$ cat src/rtl/triangle_adjacency_finder_unit_assert.svh
// assertion macros for the triangle adjacency finder
`ifndef TRIANGLE_ADJACENCY_FINDER_UNIT_ASSERT_SVH
`define TRIANGLE_ADJACENCY_FINDER_UNIT_ASSERT_SVH

`ifndef SYNTHESIS
`define TAF_ASSERT_SAME(label, clk, rst, ante, cons) \
   label: assert property (@(posedge clk) disable iff (rst) (ante) |-> (cons)) \
      else $error("same-cycle check failed");
`define TAF_ASSERT_NEXT(label, clk, rst, ante, cons) \
   label: assert property (@(posedge clk) disable iff (rst) (ante) |=> (cons)) \
      else $error("next-cycle check failed");
`else
`define TAF_ASSERT_SAME(label, clk, rst, ante, cons)
`define TAF_ASSERT_NEXT(label, clk, rst, ante, cons)
`endif

`endif

$ cat src/rtl/taf_pkg.sv
// shared types and constants of the triangle adjacency finder
package taf_pkg;

   localparam int TAF_MAX_TRIANGLES = 1024;
   localparam int TAF_INDEX_BITS    = 16;

   localparam int VERTEX_W = 16;
   localparam int NUMBER_W = 10;
   localparam logic [NUMBER_W-1:0] NUMBER_MAX = 10'd1023;

   localparam logic [1:0] CMD_CLEAR = 2'd0;
   localparam logic [1:0] CMD_LOAD  = 2'd1;
   localparam logic [1:0] CMD_QUERY = 2'd2;

   localparam logic [1:0] STATUS_OK         = 2'd0;
   localparam logic [1:0] STATUS_FULL       = 2'd1;
   localparam logic [1:0] STATUS_NOT_LOADED = 2'd2;

   typedef struct packed {
      logic [1:0]          command;
      logic [VERTEX_W-1:0] vertex_a;
      logic [VERTEX_W-1:0] vertex_b;
      logic [VERTEX_W-1:0] vertex_c;
      logic [NUMBER_W-1:0] query_triangle;
   } req_word_type;

   typedef struct packed {
      logic [1:0]          status;
      logic [NUMBER_W-1:0] triangle_number;
      logic [NUMBER_W-1:0] neighbour_total;
      logic [NUMBER_W-1:0] neighbour_first;
      logic [NUMBER_W-1:0] neighbour_second;
      logic [NUMBER_W-1:0] neighbour_third;
      logic                more_neighbours;
      logic                edge_ab_open;
      logic                edge_bc_open;
      logic                edge_ca_open;
   } rsp_word_type;

   typedef enum logic [2:0] {
      ST_IDLE,
      ST_CHECK,
      ST_SCAN,
      ST_FINISH,
      ST_RESPOND
   } state_type;

   typedef struct packed {
      logic take;
      logic check;
      logic scan;
      logic finish;
   } ctl_cmd_type;

   typedef struct packed {
      logic query_bad;
      logic scan_last;
   } dp_status_type;

endpackage

$ cat src/rtl/taf_ctrl.sv
// controller state machine of the triangle adjacency finder
module taf_ctrl (
   input  logic                   clock,
   input  logic                   reset,
   input  logic                   start,
   input  logic [1:0]             req_command,
   input  taf_pkg::dp_status_type dp_status,
   output taf_pkg::ctl_cmd_type   ctl_cmd,
   output logic                   busy,
   output logic                   rsp_strobe
);
   import taf_pkg::*;

   state_type state_ff;
   state_type state_in;

   always_ff @(posedge clock) begin
      if (reset) begin
         state_ff <= ST_IDLE;
      end else begin
         state_ff <= state_in;
      end
   end

   always_comb begin
      state_in = state_ff;
      unique case (state_ff)
         ST_IDLE: begin
            if (start) begin
               state_in = (req_command == CMD_QUERY) ? ST_CHECK : ST_RESPOND;
            end
         end
         ST_CHECK: begin
            state_in = dp_status.query_bad ? ST_RESPOND : ST_SCAN;
         end
         ST_SCAN: begin
            if (dp_status.scan_last) begin
               state_in = ST_FINISH;
            end
         end
         ST_FINISH:  state_in = ST_RESPOND;
         ST_RESPOND: state_in = ST_IDLE;
         default:    state_in = ST_IDLE;
      endcase
   end

   always_comb begin
      ctl_cmd.take   = (state_ff == ST_IDLE) && start;
      ctl_cmd.check  = (state_ff == ST_CHECK);
      ctl_cmd.scan   = (state_ff == ST_SCAN);
      ctl_cmd.finish = (state_ff == ST_FINISH);
      busy           = (state_ff != ST_IDLE);
      rsp_strobe     = (state_ff == ST_RESPOND);
   end

endmodule

$ cat config.mk
export PLATFORM = sky130hd
export DESIGN_NAME = taf_ctrl
export DESIGN_NICKNAME = d
export VERILOG_FILES = /design/src/rtl/triangle_adjacency_finder_unit_assert.svh /design/src/rtl/taf_pkg.sv /design/src/rtl/taf_ctrl.sv
export SDC_FILE = /design/constraint.sdc
export NUM_CORES = 1
export LEC_CHECK = 0
export BUFFER_PORTS_ARGS = -buffer_cell sky130_fd_sc_hd__buf_2
export CAP_MARGIN = 0
export CORE_AREA = 2 2 39 41
export DETAILED_ROUTE_END_ITERATION = 7
export DIE_AREA = 0 0 41 43
export GPL_ROUTABILITY_DRIVEN = 0
export SLEW_MARGIN = 30
export SYNTH_ARGS = -nofsm -noshare
export SYNTH_HDL_FRONTEND = slang
export SYNTH_SLANG_ARGS = --single-unit
$ cat constraint.sdc
create_clock -name clock -period 1.3 [get_ports clock]
set_input_delay 0.13 -clock clock [delete_from_list [all_inputs] [get_ports clock]]
set_output_delay 0.13 -clock clock [all_outputs]
set_load 0.02 [all_outputs]
==> impl.org <==
** Timing
- Actual transition at the worst max-transition pin :: 0.2213 ns
- After routing, the total negative slack on setup checks comes to -0.01527 ns.
- Maximum clock frequency :: around 760 MHz
- The final max-slew violation count was 0.
- The final-report hold violation count was 0.
- Final setup violation count :: 1
- Slew headroom :: 85.25%
- After layout, the worst setup slack is -0.01527 ns.
- Period minus WS final :: 1.315 ns
- Clock tree skew after final layout :: about 0.0055 ns
- Of the available clock period, the critical path in the final layout requires 101.2%.
- Setup repair after global routing missed its margin :: yes

** Final layout
- The number of antenna diodes in the final layout is 0.
- Register cell area after layout :: 65.06 um2
- Counting the fill cells in the layout gives about 160.
- Top register by number of flip-flops :: state_ff
- The area growth from synthesis to layout is 72.90%.
- Flip-flop count of the largest register, all copies and words added :: 3
- For this run, the number of standard cells in the final layout without fillers is 56.
- Nets@finish :: 48
- The largest registers in the layout are state_ff x3.
- Area occupied by multi-input gates :: roughly 130 um2
- After routing the design area is around 340 um2.
- Share of layout cells above drive strength 1 :: a little under three fifths

** Worst setup path
- Category of the most critical setup path :: reg2out
- Cells on worst reg2reg path :: 3
- Maximum net fanout on the critical path :: 5
- CP Launch Type :: flop
- Setup slack of the most critical reg-to-reg path :: roughly 0.080 ns
- Crit path DAT :: around 1.2 ns
- The worst register-to-register path ends at state_ff[0].
- Worst Setup End Kind :: output port
- The worst register-to-register path begins at state_ff[1].
- Critical Path RT :: 1.17 ns

** Route
- In this run, the number of DRC markers left after iteration 0 of detailed routing was 2.
- Final Routed Wirelength :: about 530 um
- Average detailed-routed wire length per instance :: ~9.4 um
- For this block, the via count after detailed routing is ~230.
- Dividing the detail-routed via count by the number of cells gives just over 4.
- After detailed routing, the number of remaining DRC violations is 0.
- DR pass1 iterations :: 2
- In this run the remaining antenna-violating nets after routing total 0.

** Place
- Cell area after placement :: between 200 and 300 um2
- Detailed placement finished with a half-perimeter wire length of 414.1 um.
- Including well taps, the total number of placed cells is 52.
- The count of buffers added on input and output ports is 12.

** Run
- Maximum Capacitance Violations :: 0

** Die
- Starting Density :: approximately 14%
- The initialized floorplan defines 14 standard-cell rows.
- The floorplan step defined a die boundary enclosing 0.001763 mm2.
- I/O pins :: 13
- After floorplanning, the core was sized to cover ~0.0014 mm2.
- Height of the chip :: between 40 and 50 um
- Die Span X :: around 40 um

** Clocking
- Cell at the root of the clock tree :: sky130_fd_sc_hd__clkbuf_4
- CTS tree :: done
- Longest Clk Path Bufs :: 2
- Clock slew at the register clock pins of the worst setup and hold paths :: approximately 0.040 ns
- After clock tree synthesis, the flow added hold-fix buffers numbering 0.
- Once the clock tree was built, the setup fixing pass inserted 0 buffers.
- In this run the number of H-tree levels came out at 1.
- CTS Buf Count :: 3
- Skew-Pair Late Insertion Delay :: roughly 0.24 ns
- Number of clock sinks :: 3

** Synth
- The portion of synthesized area spent on multiplexers is between 5 and 6%.
- Simple logic cell fraction of the synthesized area :: 28.39%
- Post-Synthesis Cell Area :: 193.9 um2
- The synthesized netlist devotes approximately 28% of its cell area to compound gates.
- Synthesis produced a netlist whose cell count is 23.
- The Yosys step of the flow raised 0 warnings.
- Yosys reg bits :: 3
- The number of nets handed over by synthesis was 30.
- Mapped Avg Cell Area :: roughly 8.4 um2
- The synthesized netlist devotes 0% of its cell area to XOR and XNOR gates.
- Summing the areas of all fa, ha and maj instances in the mapped netlist gives 0% of the synthesized area.
- Register area share after synthesis :: 30.97%
- Netlist cell types :: 16
- After synthesis, the largest family of logic cells by area is simple AND/OR/NAND/NOR gates.

** Min path
- The startpoint identified for the worst hold timing path is reset.
- The path with the worst hold slack has its endpoint at state_ff[1].
- Hold Crit Class :: in2reg
- Hold Path Stages :: 2

** Outcome
- The run finished, with violations left.
- Violations in the final reports :: setup timing

** GRT
- The total overflow left after global routing is 0.
- The first global-routing pass estimated between 800 and 900 um of wire.
- Vias in the first global route :: around 210
- Total global-route track usage :: between 7 and 8%
- The initial antenna violation count was 0.
- Largest net degree at the start of global routing :: 8

** Pwr
- Static leakage :: around 0.15 nW
- Dividing total power by cell area gives a power density of 1055 mW/mm2.
- After layout, the design draws a total of around 0.35 mW.
- Worst IR drop on VDD :: 0.4971 mV
## kinds of logic after synthesis
family | count (synthesis)
flip-flops | 3
AO/OA/AOI/OAI | 5
multiplexers | 1
buffers and inverters | 4
AND/OR/NAND/NOR | 10
## critical path, stage by stage (launching register included)
cell                      delay (ns)
sky130_fd_sc_hd__dfxtp_1        0.34
sky130_fd_sc_hd__or3_4          0.40
sky130_fd_sc_hd__nor2_4         0.09
sky130_fd_sc_hd__buf_6          0.11
## placed cells by master, fill, tap and decap left out, drive strengths merged
cell type and instances:
and3 1, o21ai 1, a211o 1, buf 14, mux2i 1, nor3 4, nand2b 1, dfxtp 3
a211oi 1, clkbuf 4, inv 3, nor3b 1, a2111oi 1, a21oi 1, nor2 1, nand3 1
or3 1
## synthesized netlist by cell type
cell,number,share of area [%]
sky130_fd_sc_hd__inv_1,3,5.8
sky130_fd_sc_hd__and3_1,1,3.2
sky130_fd_sc_hd__nand2b_1,1,3.2
sky130_fd_sc_hd__nor3b_1,1,3.9
sky130_fd_sc_hd__or3_1,1,3.2
sky130_fd_sc_hd__nor3_1,4,10
sky130_fd_sc_hd__a211o_1,1,4.5
sky130_fd_sc_hd__a211oi_1,1,3.9
sky130_fd_sc_hd__a21oi_1,1,2.6
sky130_fd_sc_hd__clkbuf_1,1,1.9
sky130_fd_sc_hd__nor2_1,1,1.9
sky130_fd_sc_hd__a2111oi_4,1,14
sky130_fd_sc_hd__o21ai_0,1,2.6
sky130_fd_sc_hd__dfxtp_1,3,31
sky130_fd_sc_hd__mux2i_1,1,5.2
sky130_fd_sc_hd__nand3_1,1,2.6
## per-stage QoR
step	hold slack (ns)	utilization (%)	worst slack [ns]
floorplan	0.2068	-	0.01879
global placement	0.3216	21.16	0.05467
global route	0.06879	24.23	-0.07682
CTS	0.06941	24.05	-0.02461
finish	0.08637	24.23	-0.01527
detailed placement	0.3225	21.16	0.02686
## per-layer routing
layer / global-route usage [%] / up-vias / routed length, um
met5: 0 / - / 0
met4: 6.000 / 0 / 8
met3: 7.853 / 3 / 69
met2: 8.125 / 13 / 220
met1: 8.946 / 95 / 229
li1: - / 121 / -
## cell type report
type	instances	share of cell area [%]
multi-input combinational	16	39.18
timing repair buffer	14	24.25
sequential	3	19.40
clock buffer	4	7.836
tap	16	5.970
inverter	3	3.358
## how the worst max path moves through the flow
stage,start,slack [ns],cells after the start,end
3_3_place_gp,state_ff[1],0.05,3,state_ff[0]
3_5_place_dp,state_ff[1],0.03,3,state_ff[0]
2_1_floorplan,state_ff[2],0.02,3,ctl_cmd[3]
4_1_cts,state_ff[1],-0.02,3,ctl_cmd[3]
6_report,state_ff[2],-0.02,3,ctl_cmd[3]
5_1_grt,state_ff[0],-0.08,3,ctl_cmd[3]
## where the power goes
part | switching, mW | internal [mW]
Clock | 0.0510 | 0.115
Sequential | 0.00687 | 0.0958
Combinational | 0.0444 | 0.0406
## repair_timing
| action | 4_1_cts | 5_1_grt |
|---|---|---|
| pin swaps | 0 | 1 |
| resized for setup | 5 | 1 |
| gates cloned | 0 | 0 |
| setup endpoints to repair | 6 | 6 |
No activity file was read; power rests on OpenSTA's default activity.
